==> src/sv/tmpt_ram.sv <==
// Generic single-write, single-read synchronous RAM with registered read data.
// Stand-alone; no package dependency.
module tmpt_ram #(
    parameter int WIDTH = 8,
    parameter int DEPTH = 16
) (
    input  logic                     aclk,
    input  logic                     wr_en,
    input  logic [$clog2(DEPTH)-1:0] wr_addr,
    input  logic [WIDTH-1:0]         wr_data,
    input  logic                     rd_en,
    input  logic [$clog2(DEPTH)-1:0] rd_addr,
    output logic [WIDTH-1:0]         rd_data
);

    logic [WIDTH-1:0] mem [DEPTH];
    logic [WIDTH-1:0] rd_data_reg;

    // Write port
    always_ff @(posedge aclk) begin
        if (wr_en) begin
            mem[wr_addr] <= wr_data;
        end
    end

    // Registered read port
    always_ff @(posedge aclk) begin
        if (rd_en) begin
            rd_data_reg <= mem[rd_addr];
        end
    end

    assign rd_data = rd_data_reg;

endmodule

==> config.mk <==
export PLATFORM = sky130hd
export DESIGN_NAME = tmpt_ram
export DESIGN_NICKNAME = d
export VERILOG_FILES = /design/src/sv/tmpt_ram.sv
export SDC_FILE = /design/constraint.sdc
export NUM_CORES = 1
export LEC_CHECK = 0
export ABC_AREA = 1
export ABC_CLOCK_PERIOD_IN_PS = 1000
export BUFFER_PORTS_ARGS = -buffer_cell sky130_fd_sc_hd__buf_2
export CORE_AREA = 8 8 155 84
export DETAILED_ROUTE_END_ITERATION = 8
export DIE_AREA = 0 0 163 92
export PLACE_DENSITY = 0.72
export RECOVER_POWER = 25
export SLEW_MARGIN = 20
export SYNTH_ARGS = -nofsm -noshare
export SYNTH_HDL_FRONTEND = slang
export SYNTH_SLANG_ARGS = --single-unit
==> constraint.sdc <==
create_clock -name aclk -period 1 [get_ports aclk]
set_input_delay 0.1 -clock aclk [delete_from_list [all_inputs] [get_ports aclk]]
set_output_delay 0.1 -clock aclk [all_outputs]
set_load 0.05 [all_outputs]
### Word level (Yosys, flattened, before mapping)

Memory sizes are Yosys's and may differ from the RTL's. A register that Yosys moved wholly into a read port is not among the register bits.
Index checks and enable logic that the tools add are counted.

* register bits: 0
* RAM bits: 128
* input bits: 19
* output and inout bits: 8
* memories kept: 1

* muxes and demuxes: 2

Memory list
* mem: words 16, bits a word 8, rd ports 1, clocked after memory_dff 1, write ports 1, RTL line 16 `logic [WIDTH-1:0] mem [DEPTH];`

Operators with widths (count)
* 1-bit 2-to-1 mux: 2

### Logic depth before layout (Yosys ltp)

* depth after elaboration: 2
* depth in mapped cells: 8
* mapped depth without buffers: 7

### Least setup slack after synthesis

No wires, ideal clock.

* kind: input -> register
* from: input wr_addr[3]
* to: memory mem[4][0] (enable)
* arrival: 0.681 ns
* data required time: 0.630 ns
* slack: -0.051 ns
* stages on the path: 2
* cells stage by stage: nand3b_1 nor2_1

RTL lines
* from (decl): RTL line 9 `input logic [$clog2(DEPTH)-1:0] wr_addr,`
* to (decl): RTL line 16

Straight into the memory's write port.

### Final worst setup path

* from: register rd_data_reg[3] (netlist: rd_data[3]) (read register of mem)
* to: output rd_data[3]

RTL lines
* from (decl): RTL line 17 `logic [WIDTH-1:0] rd_data_reg;`
* to (decl): RTL line 13 `output logic [WIDTH-1:0] rd_data`

No word-level cell between the ends.

==> flow_summary.rst <==
.. list-table::
   :header-rows: 1

   * - Metric
     - Value
   * - Run status
     - complete, but fails checks
   * - Violated checks
     - negative setup slack
   * - Number of maximum-capacitance constraint violations
     - 0
   * - Fillers
     - 781
   * - Number of enable flip-flop cells after synthesis
     - roughly 140
   * - Layer with the highest usage after global routing
     - met1
   * - Critical path, cell by cell
     - buf_6
   * - First-pass iteration count of the detailed router
     - 5
   * - Ports placed on the boundary
     - 27
   * - Most instantiated flip-flop cell in the synthesis netlist
     - edfxtp_1
   * - Hold bufs inserted after CTS
     - 0
   * - Depth of the worst register-to-register path
     - 6
   * - Number of antenna violations at the first check in global routing
     - 0
   * - Placed cell area
     - around 6300 µm²
   * - Overflow left after global routing
     - 0
   * - Peak supply drop
     - 1.38 mV
   * - FF/Latch Area
     - 4080 µm²
   * - Pre-CTS setup slack
     - -0.341 ns
   * - Kind of end point of the critical path
     - output pin
   * - Number of DRC markers after the initial detailed-route iteration
     - 524
   * - Synth Warn #
     - 0
   * - Final hold violations
     - 0
   * - HPWL reported at the end of detailed placement
     - 9880 µm
   * - Core footprint
     - roughly 11000 µm²
   * - Worst-path fanout max
     - 1
   * - Kind of start point of the critical path
     - flip-flop
   * - Routing usage on met2
     - 27.9%
   * - Slowest CP cell
     - edfxtp_1
   * - Layout-stage area growth over the synthesis result
     - 25.4%
   * - Starting density of the core
     - 54.4%
   * - Number of global-route vias before repair
     - between 4000 and 5000
   * - Clock slew at reported path FFs
     - 0.06 ns
   * - Internal reg-to-reg setup slack
     - -0.10 ns
   * - Final setup violation count
     - 16
   * - Leakage power
     - 3.14 nW
   * - Clock tree buffer depth
     - 2
   * - Max-slew violation total from the final report
     - 0
   * - Number of nets in the synthesized netlist
     - 570
   * - Pin count of the biggest net entering global routing
     - 35
   * - Clk_skew
     - around 0.0071 ns
   * - Cell types with the highest counts after synthesis
     - nand2_1, edfxtp_1, inv_1, nand3_1, nor2_1
   * - Number of standard-cell rows in the floorplan
     - 27
   * - Wire length of the first global-routing pass
     - 23300 µm
   * - WP data arrival
     - 1.08 ns
   * - Most frequent cell after synthesis
     - nand2_1
   * - CTS Buf Count
     - 17
   * - Hold path start
     - rd_addr[3]
   * - Delay of the slowest cell on the worst path
     - approximately 0.47 ns
   * - Overall routing resource usage
     - 21.1%
   * - Post-route cell area
     - 7330 µm²
   * - Die footprint
     - about 15000 µm²
   * - Async S/R FF share, synth
     - 0%
   * - Slew at the pin with the worst max-slew slack
     - 0.925 ns
   * - Smallest setup slack after layout
     - -0.176 ns
   * - Distinct cell type count after synthesis
     - 11
   * - Unrepaired setup endpoints after global routing
     - true
   * - Worst Path Buf+Inv
     - 1
   * - Critical path launch point
     - rd_data[3]
   * - Post-CTS setup buffer count
     - 0
   * - Cell count after synthesis
     - 551
   * - Routed via count
     - 4162
   * - Ranking of synthesized cells by area
     - edfxtp_1, nand2_1, nand3_1, inv_1, buf_6
   * - Minimum clock period
     - 1.18 ns
   * - Highest attainable clock frequency
     - 850 MHz
   * - Post-route core utilization
     - 68.2%
   * - CP required
     - 0.90 ns
   * - Count of input and output buffers
     - 26
   * - Register area share after synthesis
     - 69.8%
   * - Number of vias per cell
     - 5.45
   * - Number of sinks on the clock net
     - approximately 140
   * - Type of the most critical hold path
     - input pin to flip-flop
   * - Die outline width
     - ~160 µm
   * - Hold endpoint
     - rd_data[6]
   * - Largest register FFs
     - 128
   * - Floorplan die height
     - 92 µm
   * - Yosys top cell by area
     - edfxtp_1
   * - Average cell area after synthesis
     - around 11 µm²
   * - Reg2reg end
     - rd_data[2]
   * - Final period util
     - 118%
   * - Area taken by multi-input logic gates
     - 1540 µm²
   * - Power per unit of standard cell area
     - 1940 nW/µm²
   * - Post-detailed-routing wire length
     - 15300 µm
   * - Crit Path Category
     - flip-flop to output pin
   * - Cell family with most CP delay
     - flip-flops
   * - Worst slew margin relative to its limit
     - 38.4%
   * - Final estimated routing congestion in global placement
     - 0.938
   * - Clock tree from TritonCTS
     - yes
   * - FF-to-FF Start
     - mem[0][2]
   * - Net total in the final layout
     - 624
   * - Met3 global-route usage
     - 8.39%
   * - Hold path cells
     - 3
   * - Post-Synthesis Cell Area
     - 5850 µm²
   * - Skew-Pair Late Insertion Delay
     - 0.42 ns
   * - Wire per inst
     - 20.0 µm
   * - Depth of the CTS H-tree
     - 4
   * - GR Layer Usage met1
     - 30.7%
   * - DRC violations left
     - 0
   * - Fraction of synthesized cell area taken by the top area cell type
     - 69.8%
   * - Cell at the root of the clock tree
     - clkbuf_16
   * - Diodes inserted
     - 0
   * - Share of cells above drive strength 1
     - about a quarter
   * - Number of storage elements in the synthesis netlist
     - 136
   * - Count of nets left with antenna violations after detail routing
     - 0
## worst max-delay path by stage
stage | cells after the start | slack [ns] | endpoint
detailed placement | 6 | -0.34 | rd_data[7]
finish | 1 | -0.18 | rd_data[3]
floorplan | 2 | -0.05 | mem[10][0]
CTS | 1 | -0.18 | rd_data[3]
global route | 1 | -0.20 | rd_data[3]
global placement | 6 | -0.30 | rd_data[5]
## stage by stage
stage | total power [mW] | std cells | TNS [ns] | hold slack (ns)
after detailed placement | 7.52 | 731 | -9.51 | 0.473
final | 14.2 | 763 | -1.51 | 0.0739
after floorplan | 7.12 | 551 | -4.12 | 0.199
after global placement | 7.50 | 731 | -6.66 | 0.473
after CTS | 14.2 | 763 | -1.48 | 0.0395
after global routing | 14.6 | 763 | -2.16 | 0.0770
## routing by layer
| layer | share of wire, % | routed length [µm] |
|---|---|---|
| met1 | 44 | 6720 |
| met2 | 41 | 6250 |
| met3 | 14 | 2120 |
| met4 | 1.2 | 179 |
| met5 | 0 | 0 |
## tightest hold or removal path, cell delays in order
cell,delay [ns]
buf_2,0.15
nand3_2,0.08
nand2_1,0.06
## cell type report
type	instances	area share, %
well taps	145	2.48
clock buffers	19	5.91
clock inverters	13	2.66
multi-input cells	289	21.1
flip-flops and latches	136	55.7
repair buffers	59	6.95
inverters	102	5.22
## logic make-up (layout without fill, tap and decap cells)
group                  count (synthesis)  in the layout  share of synthesized area [%]
buffers and inverters                126            193                           9.39
DFF                                  136            136                           69.8
and+or+nand+nor                      289            289                           20.8
## power breakdown
part / total, mW / switching (mW) / internal, mW
Sequential: 6.47 / 0.0489 / 6.43
Combinational: 1.11 / 0.765 / 0.344
Clock: 6.62 / 2.42 / 4.21
## placed cells by master (no fill, tap or decap)
cell type,netlist,final
clkinv_4,0,3
buf_4,4,26
nor2_1,17,14
nand3b_1,2,2
clkbuf_1,0,7
buf_12,0,7
nand3_4,0,2
edfxtp_1,136,136
nand2_2,0,15
buf_2,13,13
nand3_2,0,52
buf_6,6,8
inv_6,0,3
clkbuf_16,0,17
inv_2,2,7
nand3_1,97,43
bufinv_16,0,4
nor2_2,0,3
clkinvlp_4,0,3
nand2_1,173,158
inv_1,100,95
## what timing repair did
item | CTS | global route
gates resized for setup | 55 | 37
endpoints found under the setup margin | 16 | 16
pin swaps | 29 | 33
Power figures use the tool's default switching activity.
