### config.mk
export PLATFORM = sky130hd
export DESIGN_NAME = tmpt_div
export DESIGN_NICKNAME = d
export VERILOG_FILES = /design/src/sv/tmpt_pkg.sv /design/src/sv/tmpt_div.sv
export SDC_FILE = /design/constraint.sdc
export NUM_CORES = 1
export LEC_CHECK = 0
export BUFFER_PORTS_ARGS = -buffer_cell sky130_fd_sc_hd__buf_2
export CAP_MARGIN = 20
export CORE_AREA = 2 2 317 193
export CTS_BUF_LIST = sky130_fd_sc_hd__clkbuf_16
export DETAILED_ROUTE_END_ITERATION = 10
export DIE_AREA = 0 0 319 195
export MAX_ROUTING_LAYER = met4
export PLACE_DENSITY = 0.65
export SYNTH_ARGS = -nofsm -noshare
export SYNTH_HDL_FRONTEND = slang
export SYNTH_SLANG_ARGS = --single-unit
### constraint.sdc
create_clock -name aclk -period 9.6 [get_ports aclk]
set_input_delay 0.48 -clock aclk [delete_from_list [all_inputs] [get_ports aclk]]
set_output_delay 0.48 -clock aclk [all_outputs]
set_load 0.1 [all_outputs]
### src/sv/tmpt_pkg.sv
// Shared constants, types and saturating helpers for the Taylor map tracker.
// Used by the top level, tmpt_mul and tmpt_div; depends on nothing.
package tmpt_pkg;

    // Term table geometry
    localparam int MAX_TERMS = 1024;
    localparam int TERM_AW   = $clog2(MAX_TERMS);
    localparam int TERM_CW   = TERM_AW + 1;
    localparam logic [3:0] MAX_POWER = 4'd15;

    localparam int NUM_VARS = 9;
    localparam int NUM_SUMS = 15;

    // Q24.40 constants
    localparam logic [63:0] Q_ONE  = 64'h0000_0100_0000_0000;
    localparam logic [63:0] Q_MAX  = 64'h7FFF_FFFF_FFFF_FFFF;
    localparam logic [63:0] Q_MIN  = 64'h8000_0000_0000_0000;
    localparam logic [127:0] Q_HALF_WIDE = 128'h8000000000;

    // Command codes
    localparam logic [2:0] CMD_CLEAR  = 3'd0;
    localparam logic [2:0] CMD_APPEND = 3'd1;
    localparam logic [2:0] CMD_WRITE  = 3'd2;
    localparam logic [2:0] CMD_START  = 3'd3;
    localparam logic [2:0] CMD_TRACK  = 3'd4;

    // Term target that feeds no sum, and the result index of the arrival time
    localparam logic [3:0] TGT_NONE  = 4'd15;
    localparam logic [3:0] IDX_TIME  = 4'd9;
    localparam logic [3:0] IDX_LASTV = 4'd8;

    // Configuration register indexes
    localparam logic [1:0] CFG_KOM = 2'd0;
    localparam logic [1:0] CFG_IBC = 2'd1;
    localparam logic [1:0] CFG_RP  = 2'd2;

    // One stored term
    typedef struct packed {
        logic [3:0]  target;
        logic [23:0] powers;
        logic [63:0] coef;
    } term_t;

    localparam int TERM_W = $bits(term_t);

    // Divide unit operation
    typedef enum logic {
        DIV_QUOT = 1'b0,
        DIV_ROOT = 1'b1
    } div_mode_t;

    // Request to the divide / root unit
    typedef struct packed {
        logic        start;
        div_mode_t   mode;
    } div_req_t;

    // Saturating add of two Q24.40 values
    function automatic logic [63:0] sadd(input logic [63:0] a, input logic [63:0] b);
        logic [63:0] s;
        s = a + b;
        if (!a[63] && !b[63] && s[63]) begin
            return Q_MAX;
        end else if (a[63] && b[63] && !s[63]) begin
            return Q_MIN;
        end
        return s;
    endfunction

    // Saturating negate
    function automatic logic [63:0] sneg(input logic [63:0] a);
        if (a == Q_MIN) begin
            return Q_MAX;
        end
        return (~a) + 64'd1;
    endfunction

    // Limit an exponent to the largest supported power
    function automatic logic [3:0] clamp_pow(input logic [3:0] p);
        return (p > MAX_POWER) ? MAX_POWER : p;
    endfunction

endpackage

### src/sv/tmpt_div.sv
// Bit-serial unit for Q24.40 division (one quotient bit a cycle) and for the
// fixed-point square root (one root bit a cycle). Depends on tmpt_pkg.
module tmpt_div (
    input  logic                aclk,
    input  logic                aresetn,
    input  tmpt_pkg::div_req_t  req,
    input  logic [63:0]         num,
    input  logic [63:0]         den,
    output logic                done,
    output logic [63:0]         result
);
    import tmpt_pkg::*;

    logic         busy_reg, busy_next;
    logic         done_reg, done_next;
    logic [6:0]   cnt_reg, cnt_next;
    div_mode_t    mode_reg, mode_next;
    logic         neg_reg, neg_next;
    logic [63:0]  ud_reg, ud_next;
    logic [103:0] sh_reg, sh_next;
    logic [64:0]  rem_reg, rem_next;
    logic [103:0] quo_reg, quo_next;
    logic [63:0]  res_reg, res_next;

    logic [63:0]  un, ud;
    logic [64:0]  rem_sh, trial;
    logic         ge;
    logic [63:0]  lim;
    logic         ovf;

    always_comb begin
        busy_next = busy_reg;
        done_next = 1'b0;
        cnt_next  = cnt_reg;
        mode_next = mode_reg;
        neg_next  = neg_reg;
        ud_next   = ud_reg;
        sh_next   = sh_reg;
        rem_next  = rem_reg;
        quo_next  = quo_reg;
        res_next  = res_reg;
        un        = num[63] ? (~num) + 64'd1 : num;
        ud        = den[63] ? (~den) + 64'd1 : den;
        rem_sh    = '0;
        trial     = '0;
        ge        = 1'b0;
        lim       = neg_reg ? Q_MIN : Q_MAX;
        ovf       = (quo_reg[103:64] != '0) || (quo_reg[63:0] > lim);

        if (req.start) begin
            // Load operands; divide by zero answers at once
            mode_next = req.mode;
            rem_next  = '0;
            quo_next  = '0;
            if (req.mode == DIV_QUOT && den == '0) begin
                done_next = 1'b1;
                res_next  = num[63] ? Q_MIN : Q_MAX;
            end else if (req.mode == DIV_QUOT) begin
                busy_next = 1'b1;
                cnt_next  = 7'd104;
                neg_next  = num[63] ^ den[63];
                ud_next   = ud;
                sh_next   = {un, 40'd0};
            end else begin
                busy_next = 1'b1;
                cnt_next  = 7'd52;
                sh_next   = {1'b0, num[62:0], 40'd0};
            end
        end else if (busy_reg && cnt_reg != 7'd0) begin
            // One restoring step
            cnt_next = cnt_reg - 7'd1;
            if (mode_reg == DIV_QUOT) begin
                rem_sh  = {rem_reg[63:0], sh_reg[103]};
                ge      = rem_sh >= {1'b0, ud_reg};
                rem_next = ge ? rem_sh - {1'b0, ud_reg} : rem_sh;
                sh_next = {sh_reg[102:0], 1'b0};
            end else begin
                rem_sh  = {rem_reg[62:0], sh_reg[103:102]};
                trial   = {quo_reg[62:0], 2'b01};
                ge      = rem_sh >= trial;
                rem_next = ge ? rem_sh - trial : rem_sh;
                sh_next = {sh_reg[101:0], 2'b00};
            end
            quo_next = {quo_reg[102:0], ge};
        end else if (busy_reg) begin
            // Sign, saturate and deliver
            busy_next = 1'b0;
            done_next = 1'b1;
            if (mode_reg == DIV_ROOT) begin
                res_next = quo_reg[63:0];
            end else if (ovf) begin
                res_next = neg_reg ? Q_MIN : Q_MAX;
            end else begin
                res_next = neg_reg ? (~quo_reg[63:0]) + 64'd1 : quo_reg[63:0];
            end
        end
    end

    always_ff @(posedge aclk) begin
        if (!aresetn) begin
            busy_reg <= 1'b0;
            done_reg <= 1'b0;
            cnt_reg  <= 7'd0;
        end else begin
            busy_reg <= busy_next;
            done_reg <= done_next;
            cnt_reg  <= cnt_next;
        end
        mode_reg <= mode_next;
        neg_reg  <= neg_next;
        ud_reg   <= ud_next;
        sh_reg   <= sh_next;
        rem_reg  <= rem_next;
        quo_reg  <= quo_next;
        res_reg  <= res_next;
    end

    assign done   = done_reg;
    assign result = res_reg;

endmodule

* Yosys cells after proc, flatten, opt, wreduce, memory -nomap -nowiden
Index checks and enable logic that the tools add are counted.
** Operators by class
- Add/sub/neg operators :: 6
- Multipliers :: 0
- Div/mod/pow operators :: 0
- $lt $le $gt $ge :: 3
- Eq/ne operators :: 3
- Shifts and indexed selects :: 0
- Multiplexer cells :: 31
- Bitwise operators :: 6
- Reductions and logical operators :: 12
** Operators by type and width (number)
- 2-to-1 mux 64 bit :: 13
- 2-to-1 mux 104 bit :: 5
- adder 64 x 1 -> 64 bit (second input constant) :: 3
- NOT 64 bit :: 3
- subtractor 64 bit :: 2
- greater-or-equal comparator 65 x 64 -> 1 bit :: 1
- greater-or-equal comparator 65 bit :: 1
- greater-than comparator 64 bit :: 1
- logical NOT 64 bit :: 1
- 2-to-1 mux 63 bit :: 1
- nonzero test 40 bit :: 1
- 2-to-1 mux 7 bit :: 4
- 2-to-1 mux 1 bit :: 8
- nonzero test 7 bit :: 1
- subtractor 7 x 1 -> 7 bit (second input constant) :: 1
- AND reduction 3 bit :: 2
- != test 2 bit (second input constant) :: 2
- AND reduction 2 bit :: 2
- nonzero test 2 bit :: 2
- logical AND 1 bit :: 2
- != test 2 x 1 -> 1 bit (second input constant) :: 1
- NOT 1 bit :: 2
- logical OR 1 bit :: 1
- bitwise XOR 1 bit :: 1
** Word-level totals
- Flip-flop bits (word level) :: 411
- Latch bits :: 0
- RAM bits :: 0
- ROM bits :: 0
- Input port bits :: 132
- Memories kept :: 0

* Logic depth before layout (Yosys ltp)
- Word-level depth :: 8
- Mapped depth :: 17

* Least setup slack after synthesis
Ideal clock, no wire load.
- Kind :: input to register
- Start :: in req[1] (netlist bit)
- End :: reg res_reg[0], in the netlist result[0] (enable)
- Arrival :: 5878 ps
- Data required time :: 9017 ps
- Setup slack :: 3139 ps
- Stages on the path :: 4
- Path buffers :: 3
- Cell sequence :: clkbuf_1 clkbuf_1 buf_1 o31ai_1
** On the way
- Cells in the longest elaborated chain, start to end :: 2
** Ends and longest elaborated chain
- start: declaration :: line tmpt_div.sv:6 : input tmpt_pkg::div_req_t req,
- != test 2 x 1 -> 1 bit (no source line), or another cell as far along
- AND reduction 3 bit (no source line) *
- end signal: assignment :: line tmpt_div.sv:115 : res_reg <= res_next;
- end: declaration :: line tmpt_div.sv:23 : logic [63:0] res_reg, res_next;
Mark *: on every way between the ends. The rest lies on a longest branch, timed or not.
A chain may end at the register's enable or synchronous reset.

* Worst setup path in the final report
- Start :: reg rem_reg[17]
- End :: reg rem_reg[6]
** On the way
- Cells in the longest elaborated chain, start to end :: 3
** Ends and longest elaborated chain
- start: declaration :: line tmpt_div.sv:21 : logic [64:0] rem_reg, rem_next;
- start signal: assignment :: line tmpt_div.sv:113 : rem_reg <= rem_next;
- greater-or-equal comparator 65 x 64 -> 1 bit / greater-or-equal comparator 65 bit (equally long branches) :: line tmpt_div.sv:74, tmpt_div.sv:80
- 2-to-1 mux 64 bit (on tied branches) :: line tmpt_div.sv:75, tmpt_div.sv:81
- 2-to-1 mux 64 bit * :: line tmpt_div.sv:72 : if (mode_reg == DIV_QUOT) begin
Marks and branches as above.

==> summary.md <==
| Metric | Value |
|---|---|
| Vias in the first global route | `24840` |
| Antenna Cells | `0` |
| Worst path arrival time | `5.49 ns` |
| Core area | `0.05905 mm²` |
| Net switching power | `0.003334 W` |
| Largest family of logic cells by synthesized area | `compound AO/OA/AOI/OAI gates` |
| Post-synthesis xor/xnor area fraction | `0.08543` |
| Worst slew pin tran | `1.078 ns` |
| Mux cell area share after synthesis | `0.02475` |
| Most frequent cells in the layout | `nand2_1, a21oi_1, o21ai_0` |
| Crit start category | `register` |
| Fin area | `about 0.032 mm²` |
| H-tree levels | `2` |
| Pleak | `13.00 nW` |
| Synthesized flop and latch total | `371` |
| Post-synth EDFFs | `about 190` |
| Die height | `approximately 200 µm` |
| Root Driver | `clkbuf_16` |
| Full die area | `approximately 0.062 mm²` |
| DR WL/cell | `20.42 µm` |
| Simple-Gate Fraction of Synth Area | `0.1903` |
| Synth Area in Adders | `0.08488` |
| Yosys cell types | `97` |
| Most used DFF post-synth | `edfxtp_1` |
| GR Util All Layers | `0.2950` |
| VDD IR max | `~460 µV` |
| DR iter-0 viols | `3406` |
| Vias/cell | `6.100` |
| I/O Pins | `~200` |
| Commonest non-fill, non-tap cell in the layout | `nand2_1` |
| Antenna Nets Post-Route | `0` |
| Die width | `between 300 and 400 µm` |
| HPWL Detailed | `68930 µm` |
| Async SR Flop Fraction | `0` |
| Reg2reg end | `rem_reg[6]` |
| Critical Path RT | `10.01 ns` |
| Sequential fraction of design power | `0.265` |
| Max Cap Violations | `0` |
| RSZ-0062 raised after global routing | `false` |
| R2r setup slk | `about 4.5 ns` |
| Clock share of power | `0.205` |
| Outcome | `completed` |
| # hold bufs at CTS | `0` |
| Launch point of the worst reg-to-reg path | `rem_reg[17]` |
| Crit-path max FO | `between 90 and 100` |
| Net Sw Frac | `0.4540` |
| Period utilisation layout | `0.5288` |
| Worst Hold Launch | `den[0]` |
| CTS tree | `built` |
| Gate Count Post-Synth | `3648` |
| Via count | `approximately 28000` |
| Pwr Density | `between 200 and 250 mW/mm²` |
| Detailed Route WL | `slightly above 90000 µm` |
| Type of destination of the critical path | `register` |
| Sequential-to-total area share from yosys stat | `0.3184` |
| Post-cts sizing count | `0` |
| Post-route insts no fill | `between 4000 and 5000` |
| Setup Buffers After CTS | `0` |
| Layout cells sized above 1 | `0.09317` |
| Placed cell count | `4439` |
| Clk_skew | `between 0.02 and 0.03 ns` |
| Later-pin clock latency in the skew report | `0.57 ns` |
| Slew Viols, Final | `0` |
| Slew headroom | `0.2750` |
| CTS buffer count | `40` |
| # fillers | `5656` |
| Sum of negative setup slack | `0 ns` |
| # setup viols final | `0` |
| Clock Tree Buf Depth | `3` |
| Cell area after synthesis | `roughly 0.029 mm²` |
| Syn_area_per_cell | `8.065 µm²` |
| R2R cell count | `12` |
| Final Hold Vio Count | `0` |
| Gr ovfl total | `0` |
| Post-DP Area | `0.03081 mm²` |
| Post-Syn Nets | `3979` |
| Max Fclk | `0.1970 GHz` |
| Synth Warn # | `0` |
| Crit. Startpoint | `rem_reg[17]` |
| Clk sinks | `371` |
| Final Wtd Congestion | `1.034` |
| FP Rows | `69` |
| Global-route wire length before repair | `143400 µm` |
| P_int | `0.004009 W` |
| Crit path capture | `rem_reg[6]` |
| Port Buffers | `roughly 200` |
| Final #Nets | `4035` |
| Initial Util | `0.4982` |
| Worst Path Class, Setup | `register to register` |
| Largest net degree at the start of global routing | `194` |
| Max reg flops | `104` |
| Comb power frac | `0.529` |
| Hold path depth | `1` |
| Post-route DRC | `0` |
| Post-route minimum period | `5.077 ns` |
| Layout area overhead | `9.139%` |
| TritonRoute pass-1 iters | `5` |
| Compound-Gate Fraction of Synth Area | `0.2442` |
| Clk slew on worst S/H paths | `approximately 0.06 ns` |
| Initial antenna violation count | `0` |
| Worst min path class | `input pin to register` |
[cells in the mapped netlist, types with 6 or more instances]
master / instances / area [µm²]
a31oi_1: 37 / 231.5
clkbuf_1: 161 / 604.3
a211o_1: 8 / 70.07
edfxtp_1: 194 / 5826
o21bai_1: 25 / 187.7
and3_1: 20 / 125.1
nor2b_1: 25 / 156.4
nor4b_1: 6 / 52.55
inv_1: 175 / 656.9
o21ai_0: 260 / 1301
or4_1: 21 / 157.7
or2_2: 10 / 62.56
nand3_1: 61 / 305.3
or3_1: 26 / 162.7
ha_1: 198 / 2477
xnor2_1: 209 / 1831
nor2_1: 194 / 728.2
nand4_1: 68 / 425.4
nand2_1: 570 / 2140
a32o_1: 45 / 450.4
buf_1: 13 / 48.80
a211oi_1: 20 / 150.1
xor2_1: 78 / 683.2
mux2_2: 6 / 67.56
dfxtp_1: 177 / 3543
buf_2: 33 / 165.2
o22ai_1: 8 / 50.05
o21a_1: 18 / 135.1
nor4_1: 51 / 319.1
o31ai_1: 48 / 360.4
and2_1: 20 / 125.1
o41ai_1: 21 / 183.9
a21o_1: 96 / 720.7
nor3_1: 57 / 285.3
nand2b_1: 19 / 118.9
and4_1: 7 / 61.31
a21boi_0: 11 / 82.58
a21oi_1: 364 / 1822
o211ai_1: 79 / 593.1
a311oi_1: 6 / 52.55
o21ai_1: 20 / 100.1
mux2i_1: 66 / 660.6
[power by group through the flow]
stage	registers [W]	logic, W	clock network (W)
floorplan	0.00198	0.00285	0
global placement	0.00198	0.00376	0
detailed placement	0.00198	0.00375	0
CTS	0.00195	0.00377	0.00154
global route	0.00196	0.00424	0.00160
finish	0.00195	0.00388	0.00151
[through the flow]
step                      setup WS [ns]  total power, W  utilization  hold slack [ns]
after floorplan                   3.139        0.004829            -           0.4365
after global placement            4.600        0.005744       0.5217           0.4454
after detailed placement          4.579        0.005728       0.5217           0.4550
after CTS                         4.578        0.007261       0.5427           0.1230
after global routing              4.156        0.007800       0.5438           0.1224
final                             4.523        0.007342       0.5438           0.1564
[worst min-delay path by stage]
stage          slack (ns)      endpoint
2_1_floorplan        0.44  quo_reg[103]
3_3_place_gp         0.45  quo_reg[103]
3_5_place_dp         0.46  quo_reg[103]
4_1_cts              0.12     ud_reg[0]
5_1_grt              0.12     ud_reg[0]
6_report             0.16     ud_reg[0]
[area by class of cell]
type                    instances  area [µm²]  area share
repair buffers                226        1257     0.03916
multi-input cells            2888       18600      0.5793
well taps                     781       977.2     0.03043
flip-flops and latches        371        9369      0.2918
inverters                     177       664.4     0.02069
clock inverters                33       239.0    0.007442
clock buffers                  40        1001     0.03117
[worst max-delay path, cell delays in order (launching register included)]
cell and delay (ns):
dfxtp_1 0.43, ha_1 0.35, a211oi_1 0.31, o21bai_1 0.14, o311ai_0 0.80, nand3_1 0.27
o2111ai_1 0.56, a21oi_2 0.19, nor2_4 0.37, buf_4 0.77, mux2_2 0.41, o21ai_0 0.14
o21ai_0 0.09
[per-layer routing]
layer  track usage  up-vias  wire, µm
met5             -        -         0
met3       0.07011       96      9232
met4       0.04752        0      1331
met1        0.4436    12890     44290
met2        0.4015     1118     37360
li1              -    13450         -
[cells by family after synthesis]
family | after synthesis
buffers and inverters | 389
XOR/XNOR | 287
flip-flops | 371
adder cells (fa/ha/maj) | 199
multiplexers | 72
AO/OA/AOI/OAI | 1139
AND/OR/NAND/NOR | 1191
No activity file was read; power rests on OpenSTA's default activity.
